`src/design/assert_macros.svh`:
```
// ----------------------------------------------------------------------------
// assertion macros
// shared concurrent assertion forms, clocked on clk_i and gated by rst_ni
// ----------------------------------------------------------------------------
`ifndef ASSERT_MACROS_SVH
`define ASSERT_MACROS_SVH

// plain property that must hold at every clock edge out of reset
`define GBE_ASSERT(lbl, prop, msg) \
  lbl: assert property (@(posedge clk_i) disable iff (!rst_ni) (prop)) else $error(msg);

// overlapping implication
`define GBE_ASSERT_IMP(lbl, ante, cons, msg) \
  lbl: assert property (@(posedge clk_i) disable iff (!rst_ni) (ante) |-> (cons)) else $error(msg);

// next-cycle implication
`define GBE_ASSERT_NXT(lbl, ante, cons, msg) \
  lbl: assert property (@(posedge clk_i) disable iff (!rst_ni) (ante) |=> (cons)) else $error(msg);

`endif

```
`src/design/gbe_pkg.sv`:
```
// ----------------------------------------------------------------------------
// gap buffer editor package
// sizes, field widths and command and status codes
// ----------------------------------------------------------------------------
package gbe_pkg;

  localparam int CAPACITY   = 1024;
  localparam int CHAR_WIDTH = 8;

  localparam int ADDR_W = $clog2(CAPACITY);
  localparam int MARK_W = $clog2(CAPACITY + 1);

  // stream field widths
  localparam int CMD_W   = 2;
  localparam int CHR_W   = 8;
  localparam int AMT_W   = 12;
  localparam int STAT_W  = 2;
  localparam int POS_W   = 11;

  localparam int IN_DATA_W  = ((CHR_W + AMT_W + 7) / 8) * 8;
  localparam int IN_PAD_W   = IN_DATA_W - CHR_W - AMT_W;
  localparam int OUT_DATA_W = ((3 * POS_W + 7) / 8) * 8;
  localparam int OUT_PAD_W  = OUT_DATA_W - 3 * POS_W;

  // compare width for clamping a move amount against a mark
  localparam int CMP_W = ((AMT_W > MARK_W) ? AMT_W : MARK_W) + 1;

  localparam logic [CMD_W-1:0] CMD_INSERT = 2'd0;
  localparam logic [CMD_W-1:0] CMD_DELETE = 2'd1;
  localparam logic [CMD_W-1:0] CMD_MOVE   = 2'd2;

  localparam logic [STAT_W-1:0] STAT_DONE  = 2'd0;
  localparam logic [STAT_W-1:0] STAT_FULL  = 2'd1;
  localparam logic [STAT_W-1:0] STAT_START = 2'd2;

endpackage

```
`src/design/gap_buffer_editor.sv`:
```
// ----------------------------------------------------------------------------
// gap buffer editor
// fixed-capacity text store with a movable gap at the cursor
// ----------------------------------------------------------------------------
// Insert, delete, a move that clamps to zero characters and an unknown
// command each finish in their cycle of acceptance, and their result word is
// presented from the next cycle. A move of n characters copies them across
// the gap one per cycle through the single-port-read, single-port-write text
// memory. It keeps the input not ready through the copy, and its result word is
// registered after the copy once the output is free. A new word is also held
// off while a result waits unread at the output. The text memory has no reset
// and no clearing pass: positions are always written before they are read.
`include "assert_macros.svh"

module gap_buffer_editor import gbe_pkg::*; (
  input  logic                  clk_i,
  input  logic                  rst_ni,
  input  logic                  s_axis_tvalid,
  output logic                  s_axis_tready,
  input  logic [IN_DATA_W-1:0]  s_axis_tdata,   // char_value, move_amount, pad
  input  logic [CMD_W-1:0]      s_axis_tuser,   // command
  output logic                  m_axis_tvalid,
  input  logic                  m_axis_tready,
  output logic [OUT_DATA_W-1:0] m_axis_tdata,   // cursor_position, gap_size, moved_count, pad
  output logic [STAT_W-1:0]     m_axis_tuser    // status
);

  localparam logic [1:0] ST_IDLE = 2'd0;
  localparam logic [1:0] ST_MOVE = 2'd1;
  localparam logic [1:0] ST_DONE = 2'd2;

  localparam logic [MARK_W-1:0] CAP_MARK = MARK_W'(CAPACITY);

  logic [1:0]        state_q, state_d;
  logic [MARK_W-1:0] gs_q, gs_d, ge_q, ge_d;
  logic [MARK_W-1:0] rd_cnt_q, rd_cnt_d;
  logic              pend_q, pend_d;
  logic              dir_q, dir_d;          // 1: gap moves left
  logic [MARK_W-1:0] n_q, n_d;
  logic [ADDR_W-1:0] src_q, src_d, dst_q, dst_d;

  logic              out_vld_q, out_vld_d;
  logic [STAT_W-1:0] out_stat_q, out_stat_d;
  logic [POS_W-1:0]  out_cur_q, out_cur_d, out_gap_q, out_gap_d, out_mov_q, out_mov_d;

  logic [CHAR_WIDTH-1:0] mem [CAPACITY];
  logic [CHAR_WIDTH-1:0] rdata_q;
  logic                  mem_we, mem_re;
  logic [ADDR_W-1:0]     mem_waddr, mem_raddr;
  logic [CHAR_WIDTH-1:0] mem_wdata;

  logic              accept, out_free;
  logic [CMD_W-1:0]  cmd;
  logic [CHR_W-1:0]  chr;
  logic [AMT_W-1:0]  amt;
  logic [CMP_W-1:0]  amt_sx, mag, avail, n_w;
  logic              neg;
  logic [ADDR_W-1:0] src_step, dst_step;

  assign cmd = s_axis_tuser;
  assign chr = s_axis_tdata[CHR_W-1:0];
  assign amt = s_axis_tdata[CHR_W+AMT_W-1:CHR_W];

  assign out_free      = !out_vld_q || m_axis_tready;
  assign s_axis_tready = (state_q == ST_IDLE) && out_free;
  assign accept        = s_axis_tvalid && s_axis_tready;

  // clamp the move to the text on that side of the gap
  assign neg    = amt[AMT_W-1];
  assign amt_sx = {{(CMP_W-AMT_W){amt[AMT_W-1]}}, amt};
  assign mag    = neg ? (CMP_W'(0) - amt_sx) : amt_sx;
  assign avail  = neg ? CMP_W'(CAP_MARK - ge_q) : CMP_W'(gs_q);
  assign n_w    = (mag < avail) ? mag : avail;

  // source and destination address steppers for the copy loop, both following dir_q
  assign src_step = dir_q ? (src_q - ADDR_W'(1)) : (src_q + ADDR_W'(1));
  assign dst_step = dir_q ? (dst_q - ADDR_W'(1)) : (dst_q + ADDR_W'(1));

  always_comb begin
    state_d    = state_q;
    gs_d       = gs_q;
    ge_d       = ge_q;
    rd_cnt_d   = rd_cnt_q;
    pend_d     = 1'b0;
    dir_d      = dir_q;
    n_d        = n_q;
    src_d      = src_q;
    dst_d      = dst_q;
    out_vld_d  = out_vld_q && !m_axis_tready;
    out_stat_d = out_stat_q;
    out_cur_d  = out_cur_q;
    out_gap_d  = out_gap_q;
    out_mov_d  = out_mov_q;
    mem_we     = 1'b0;
    mem_re     = 1'b0;
    mem_waddr  = dst_q;
    mem_raddr  = src_q;
    mem_wdata  = rdata_q;

    case (state_q)
      ST_IDLE: begin
        if (accept) begin
          out_stat_d = STAT_DONE;
          out_mov_d  = '0;
          case (cmd)
            CMD_INSERT: begin
              if (gs_q == ge_q) begin
                out_stat_d = STAT_FULL;
              end else begin
                mem_we    = 1'b1;
                mem_waddr = gs_q[ADDR_W-1:0];
                mem_wdata = CHAR_WIDTH'(chr);
                gs_d      = gs_q + MARK_W'(1);
              end
            end
            CMD_DELETE: begin
              if (gs_q != '0) begin
                gs_d = gs_q - MARK_W'(1);
              end else begin
                out_stat_d = STAT_START;
              end
            end
            CMD_MOVE: begin
              if (n_w != '0) begin
                n_d      = MARK_W'(n_w);
                dir_d    = !neg;
                rd_cnt_d = '0;
                src_d    = neg ? ge_q[ADDR_W-1:0] : ADDR_W'(gs_q - MARK_W'(1));
                dst_d    = neg ? gs_q[ADDR_W-1:0] : ADDR_W'(ge_q - MARK_W'(1));
                state_d  = ST_MOVE;
              end
            end
            default: begin
            end
          endcase
          if (!(cmd == CMD_MOVE && n_w != '0)) begin
            out_vld_d = 1'b1;
            out_cur_d = POS_W'(gs_d);
            out_gap_d = POS_W'(ge_d - gs_d);
          end
        end
      end
      ST_MOVE: begin
        // read of the next character overlaps the write of the previous one
        if (rd_cnt_q != n_q) begin
          mem_re   = 1'b1;
          src_d    = src_step;
          rd_cnt_d = rd_cnt_q + MARK_W'(1);
          pend_d   = 1'b1;
        end
        if (pend_q) begin
          mem_we = 1'b1;
          dst_d  = dst_step;
          if (rd_cnt_q == n_q) begin
            state_d = ST_DONE;
          end
        end
      end
      ST_DONE: begin
        if (out_free) begin
          gs_d       = dir_q ? (gs_q - n_q) : (gs_q + n_q);
          ge_d       = dir_q ? (ge_q - n_q) : (ge_q + n_q);
          out_vld_d  = 1'b1;
          out_cur_d  = POS_W'(gs_d);
          out_gap_d  = POS_W'(ge_d - gs_d);
          out_mov_d  = POS_W'(n_q);
          state_d    = ST_IDLE;
        end
      end
      default: begin
        state_d = ST_IDLE;
      end
    endcase
  end

  always_ff @(posedge clk_i or negedge rst_ni) begin
    if (!rst_ni) begin
      state_q   <= ST_IDLE;
      gs_q      <= '0;
      ge_q      <= CAP_MARK;
      rd_cnt_q  <= '0;
      pend_q    <= 1'b0;
      out_vld_q <= 1'b0;
    end else begin
      state_q   <= state_d;
      gs_q      <= gs_d;
      ge_q      <= ge_d;
      rd_cnt_q  <= rd_cnt_d;
      pend_q    <= pend_d;
      out_vld_q <= out_vld_d;
    end
  end

  always_ff @(posedge clk_i) begin
    dir_q      <= dir_d;
    n_q        <= n_d;
    src_q      <= src_d;
    dst_q      <= dst_d;
    out_stat_q <= out_stat_d;
    out_cur_q  <= out_cur_d;
    out_gap_q  <= out_gap_d;
    out_mov_q  <= out_mov_d;
  end

  // text memory
  always_ff @(posedge clk_i) begin
    if (mem_we) begin
      mem[mem_waddr] <= mem_wdata;
    end
    if (mem_re) begin
      rdata_q <= mem[mem_raddr];
    end
  end

  assign m_axis_tvalid = out_vld_q;
  assign m_axis_tuser  = out_stat_q;
  assign m_axis_tdata  = {{OUT_PAD_W{1'b0}}, out_mov_q, out_gap_q, out_cur_q};

  `GBE_ASSERT(a_gap_order, gs_q <= ge_q, "cursor beyond gap end")
  `GBE_ASSERT(a_gap_cap, ge_q <= CAP_MARK, "gap end beyond capacity")
  `GBE_ASSERT_IMP(a_busy_not_ready, state_q != ST_IDLE, !s_axis_tready, "ready while copying")
  `GBE_ASSERT_IMP(a_read_bound, state_q == ST_MOVE, rd_cnt_q <= n_q, "copy read count overrun")
  `GBE_ASSERT_NXT(a_write_follows, state_q == ST_MOVE && mem_re, mem_we,
                  "copied character not written back")

endmodule
```
`config.mk`:
```
export PLATFORM = sky130hd
export DESIGN_NAME = gap_buffer_editor
export DESIGN_NICKNAME = d
export VERILOG_FILES = /design/src/design/gbe_pkg.sv /design/src/design/gap_buffer_editor.sv
export VERILOG_INCLUDE_DIRS = /design/src /design/src/design
export SDC_FILE = /design/constraint.sdc
export NUM_CORES = 1
export LEC_CHECK = 0
export ABC_AREA = 1
export BUFFER_PORTS_ARGS = -buffer_cell sky130_fd_sc_hd__clkbuf_2
export CORE_ASPECT_RATIO = 0.9
export CORE_MARGIN = 2
export CORE_UTILIZATION = 61
export DETAILED_ROUTE_END_ITERATION = 8
export PLACE_DENSITY = 0.82
export SYNTH_ARGS = -nofsm -noshare
export SYNTH_HDL_FRONTEND = slang
export SYNTH_SLANG_ARGS = --single-unit
```
`constraint.sdc`:
```
create_clock -name clk_i -period 4.8 [get_ports clk_i]
set_input_delay 0.72 -clock clk_i [delete_from_list [all_inputs] [get_ports clk_i]]
set_output_delay 0.72 -clock clk_i [all_outputs]
set_load 0.005 [all_outputs]
```
* Yosys cells after proc, flatten, opt, wreduce, memory -nomap -nowiden
Cells that the tools add are included.
Widths: inputs -> output; s select.
** Storage, ports and cells
- Bits in registers :: 84
- Bits of input ports :: 30
- Output and inout port bits :: 44
- Word-level logic and storage cells :: 104
** Cells by class
- Add/sub/neg operators :: 11
- Magnitude comparators :: 1
- Equality and inequality tests :: 15
- Muxes and demuxes :: 44
- Reduce and logical (&&, ||, !) cells :: 21
** Operators by type and width (number)
- $mux 11 :: 19
- $pmux 11 s2 :: 6
- $sub 11x11->11 :: 4
- $mux 13 :: 3
- $add 11x1->11 const B :: 2
- $add 11x11->11 :: 2
- $eq 11x11->1 :: 2
- $mux 2 :: 7
- $lt 13x13->1 :: 1
- $reduce_bool 13->1 :: 1
- $sub 1x12->13 const A :: 1
- $ne 2x2->1 const B :: 6
- $sub 11x11->12 const A :: 1
- $ne 11x11->1 :: 1
- $reduce_bool 11->1 :: 1
- $sub 11x1->11 const B :: 1
- $reduce_and 4->1 :: 2
- $mux 1 :: 6
- $pmux 2 s3 :: 1
- $reduce_and 6->1 :: 1
- $reduce_and 5->1 :: 1
- $eq 2x1->1 const B :: 2
- $eq 2x2->1 const B :: 2
- $logic_and 1x1->1 :: 4
- 9 further kinds :: 15

* Logic depth before layout (Yosys ltp)
- Depth after elaboration :: 10
- Depth in mapped cells :: 28

* Worst setup path after synthesis
Ideal clock, no wire load.
- Path kind :: input port to flip-flop
- From :: input s_axis_tdata[9]
- To :: register out_cur_q[0] (enable)
- Library setup time :: 0.377 ns
- Arrival :: 3.517 ns
- Data required time :: 4.423 ns
- Setup slack :: 0.906 ns
- Cell stages on the path :: 23
- Buffers on the path :: 1
- Cells stage by stage :: inv_1 > ha_1 > nand2_1 > o21ai_1 > xor2_1 > inv_1 > ha_1 > nand2_1 > nand2_1 > nand2_1 > nand3_1 > nor2_4 > nand2_4 > buf_6 > nand2_2 > nand2_2 > nor2_1 > nand2_1 > nor2_2 > nand2_2 > nand2_1 > o21ai_0 > inv_1
** On the way
- Word-level cells in the longest chain between the ends :: 8
** Ends and longest elaborated chain
- start, declared :: RTL line gap_buffer_editor.sv:20 : input logic [IN_DATA_W-1:0] s_axis_tdata,
- $sub 1x12->13 :: RTL line gap_buffer_editor.sv:71 : assign mag = neg ? (CMP_W'(0) - amt_sx) : amt_sx;
- $mux 13 (*) :: RTL line gap_buffer_editor.sv:71
- $lt 13x13->1 :: RTL line gap_buffer_editor.sv:73 : assign n_w = (mag < avail) ? mag : avail;
- $mux 13 (*) :: RTL line gap_buffer_editor.sv:73
- net n_w[3] :: RTL line gap_buffer_editor.sv:56 : logic [CMP_W-1:0] amt_sx, mag, avail, n_w;
- $reduce_bool 13->1 (*) :: RTL line gap_buffer_editor.sv:136 : if (!(cmd == CMD_MOVE && n_w != '0)) begin
- $logic_and 1x1->1 (*) :: RTL line gap_buffer_editor.sv:136
- $ne 2x2->1 (no line) (*)
- $reduce_and 4->1 (no line) (*)
- end signal, assigned :: RTL line gap_buffer_editor.sv:200 : out_cur_q <= out_cur_d;
- end, declared :: RTL line gap_buffer_editor.sv:44 : logic [POS_W-1:0] out_cur_q, out_cur_d, out_gap_q, out_gap_d, out_mov_q, out_mov_d;
The timed path passes the listed nets; every way through them passes the cells marked *.
A chain may end at the register's enable or synchronous reset.

* Worst setup path in the final report
- From :: register n_q[0]
- To :: register out_gap_q[10], data pin
** On the way
- Word-level cells in the longest chain between the ends :: 5
- Elaborated cells on any way between the ends :: 9
- Classes of those cells :: add/sub: 5; mux: 4
** Ends and longest elaborated chain
- start, declared :: RTL line gap_buffer_editor.sv:39 : logic [MARK_W-1:0] n_q, n_d;
- start signal, assigned :: RTL line gap_buffer_editor.sv:196 : n_q <= n_d;
- $add 11x11->11, or another cell as far along :: RTL line gap_buffer_editor.sv:162 : ge_d = dir_q ? (ge_q - n_q) : (ge_q + n_q);
- $mux 11, on equally long branches :: RTL line gap_buffer_editor.sv:162, gap_buffer_editor.sv:161
- $sub 11x11->11 (*) :: RTL line gap_buffer_editor.sv:165 : out_gap_d = POS_W'(ge_d - gs_d);
- $mux 11 (*) :: RTL line gap_buffer_editor.sv:160 : if (out_free) begin
- $pmux 11 s2 (*) :: RTL line gap_buffer_editor.sv:100 : case (state_q)
- net out_gap_d[10] :: RTL line gap_buffer_editor.sv:44
- end signal, assigned :: RTL line gap_buffer_editor.sv:201 : out_gap_q <= out_gap_d;
- end, declared :: RTL line gap_buffer_editor.sv:44
The timed path passes the listed nets; every way through them passes the cells marked *. The select of a mux whose other input is x is not followed.

==> results.yml <==
outcome:
  status: "completed"
critical_path:
  path_class: "reg2reg"
  critPathMaxFanout: 5
  crit_path_start_kind: "flop"
  endpoint_kind: "flop"
  worstPathArrival_ns: 4.57
  cp.required_ns: 4.91
timing:
  tns_ns: 0
  max-slew-margin-rel_pct: 30.32
  slew_violations: 0
  fmax_mhz: 224.3
  tightestPinTransition_ns: 1.045
  setup_viol: 0
  hold_viol_final: 0
  skew_ns: 0.01064
  period_share_pct: 92.89
  rsz0062_at_grt: "false"
  period_minus_slack_ns: 4.459
global_route:
  grt_overflow: 0
  grt_pass1_vias: 6824
  grtUsageTotal_pct: 32.25
  grt_max_degree: 38
  antenna_found_initial: 0
  grt_pass1_wl_um: 34270
synth:
  ys_seq_area_share_pct: 30.30
  netlist_area_um2: 7717
  ys_warn_count: 0
  async_flop_share_pct: 44.05
  ys_ff_latch: 84
  synth-main-ff-cell: "edfxtp_1"
  netlist_instances: 1108
  synth-edff-count: 47
  syn_area_per_cell_um2: 6.965
  synth.distinct_cells: 48
routing:
  num_vias: 7591
  antenna_left: 0
  vias_per_cell: 5.742
  drtIter0Drc: 1092
  drt_pass1_iterations: 6
  drt_wl_total_um: 20970
  wl_per_cell_um: 15.87
  drc: 0
worst_hold_path:
  hold_path_class: "reg2reg"
pwr:
  ir_drop_mv: 0.4404
  p_comb_share_pct: 65.9
  switching_share_pct: 51.83
  power.density_nw_per_um2: 758.9
  power_switching_uw: 3321
  clkPwrFrac_pct: 11.9
  power_frac_seq_pct: 22.1
  p_int_uw: 3086
  p_leak_uw: 0.004293
  total_power_uw: 6407
die:
  initial_core_util_pct: 63.16
  core_um2: 12220
  die_area_um2: 13570
  die_y_um: 110.7
  die_width_um: 122.6
  rows: 38
  io_pins: 74
final_layout:
  drive_gt1_share_pct: 10.24
  area_delta_synth_final_pct: 9.403
  antennaDiodeCount: 0
  fin_nets: 1249
  layout.cells.non_filler: 1322
cts:
  htree_levels: 3
  cts_root_buf: "clkbuf_16"
  clk_pin_slew_ns: 0.07
  tritoncts: "done"
  cts.sinks: 84
  clock_path_buffers: 2
  cts-buffers-inserted: 9
  clk_latency_ns: 0.35
placement:
  dpl.hpwl_um: 16180
  io_buffers: 54
  dp_cells: 1305
  gp_congestion: 0.9988
job:
  maxCapViolations: 0
[sequential cells by signal, indices dropped and copies added, names as in the netlist]
| name | cells |
|---|---|
| m_axis_tuser | 2 |
| ge_q | 11 |
| pend_q | 1 |
| m_axis_tvalid | 1 |
| out_mov_q | 11 |
| gs_q | 11 |
| rd_cnt_q | 11 |
| state_q | 2 |
| out_gap_q | 11 |
| n_q | 11 |
| out_cur_q | 11 |
| dir_q | 1 |
[metal layers]
layer	track usage, %	share of wire (%)	wire length, µm	up-vias
met1	47.42	43	9007	3422
li1	-	-	-	3689
met5	2.734	0.22	46	-
met2	46.00	42	8779	426
met3	7.665	12	2478	52
met4	10.80	3.2	663	2
[logic make-up after synthesis]
family | Yosys count | synth area share (%)
AO/OA/AOI/OAI | 148 | 10.72
buffers and inverters | 203 | 10.68
AND/OR/NAND/NOR | 548 | 30.72
adder cells (fa/ha/maj) | 62 | 10.44
XOR/XNOR | 59 | 6.696
flip-flops | 84 | 30.30
other | 1 | 0.04859
multiplexers | 3 | 0.3891
[worst paths after layout]
| path | start | end | slack, ns | cells after the start |
|---|---|---|---|---|
| max | n_q[0] | out_gap_q[10] | 0.34 | 22 |
| max reg2reg | n_q[0] | out_gap_q[10] | 0.34 | 22 |
| min reg2reg | pend_q | state_q[1] | 0.53 | 2 |
| min in group asynchronous | rst_ni | gs_q[0] | 0.55 | 1 |
| min | pend_q | state_q[1] | 0.53 | 2 |
| max in group asynchronous | rst_ni | rd_cnt_q[10] | 3.61 | 1 |
[Yosys cell counts, types with 4 or more instances]
master,count,area [µm²]
nor2_2,5,31.28
o21ai_1,4,20.02
xnor2_1,12,105.1
nand3_1,94,470.5
o211ai_1,12,90.09
nand2_2,15,93.84
nand4_1,15,93.84
or2_2,6,37.54
o21ai_0,63,315.3
buf_4,9,67.56
fa_1,4,80.08
nor3_1,21,105.1
nand2_1,290,1089
nor2_1,87,326.6
a21oi_1,44,220.2
clkbuf_1,13,48.80
xor2_1,47,411.6
inv_1,162,608.1
edfxtp_1,47,1411
nand3b_1,4,30.03
buf_2,11,55.05
o31ai_1,5,37.54
ha_1,58,725.7
a31oi_1,6,37.54
dfrtp_1,36,900.9
[cell type report]
cell class	instances	area [µm²]
fill	1090	3776
inverter	166	623.1
sequential	84	2338
timing repair buffer	68	375.4
multi-input combinational	828	4583
clock buffer	10	229.0
tap	160	200.2
clock inverter	6	93.84
[per-stage QoR]
| stage | utilization (%) | hold slack [ns] | cell area, µm² | setup WS, ns |
|---|---|---|---|---|
| 6_report | 69.10 | 0.5304 | 8443 | 0.3414 |
| 5_1_grt | 69.10 | 0.5759 | 8443 | 0.04466 |
| 4_1_cts | 69.04 | 0.5231 | 8436 | 0.4292 |
| 3_5_place_dp | 66.39 | 0.5098 | 8113 | 0.4508 |
| 3_3_place_gp | 66.39 | 0.5027 | 8113 | 0.5241 |
| 2_1_floorplan | - | 0.4244 | 7744 | 0.9064 |
[placed cells by master, fill, tap and decap left out, types with 8 or more instances in the layout]
master / netlist / routed
a21oi_1: 44 / 44
buf_4: 9 / 14
clkbuf_16: 0 / 9
clkbuf_2: 0 / 54
conb_1: 1 / 8
dfrtp_1: 36 / 36
edfxtp_1: 47 / 47
ha_1: 58 / 58
inv_1: 162 / 162
nand2_1: 290 / 290
nand2_2: 15 / 15
nand3_1: 94 / 94
nand4_1: 15 / 15
nor2_1: 87 / 86
nor3_1: 21 / 21
o211ai_1: 12 / 12
o21ai_0: 63 / 63
xnor2_1: 12 / 12
xor2_1: 47 / 47
[power by group through the flow]
stage / Sequential, µW / Combinational (µW) / Clock [µW]
global route: 1430 / 4770 / 798
global placement: 1400 / 4010 / 0
detailed placement: 1410 / 4080 / 0
finish: 1420 / 4230 / 764
floorplan: 1240 / 3150 / 0
CTS: 1400 / 4110 / 774
[timing repair]
item                       4_1_cts  5_1_grt
gates resized for setup          0        0
hold buffers                     0        0
setup endpoints to repair        0        1
buffers inserted                 0        1
[worst max-delay path, cell delays in order (launching register included)]
cell and delay [ns]:
edfxtp_1 0.50, inv_1 0.18, ha_1 0.24, nor2_1 0.13, xor2_1 0.42, ha_1 0.38, a21oi_1 0.19, o21ai_0 0.16
nand2_1 0.09, o211ai_1 0.12, a21oi_1 0.15, o21ai_0 0.11, xor2_1 0.18, buf_4 0.16, ha_1 0.34, nand2_1 0.10
nor2_1 0.06, nand2_1 0.06, o211ai_1 0.08, a31oi_1 0.31, nand2_1 0.12, nand3_1 0.09, nand2_1 0.05
(Power assumes the default switching activity.)
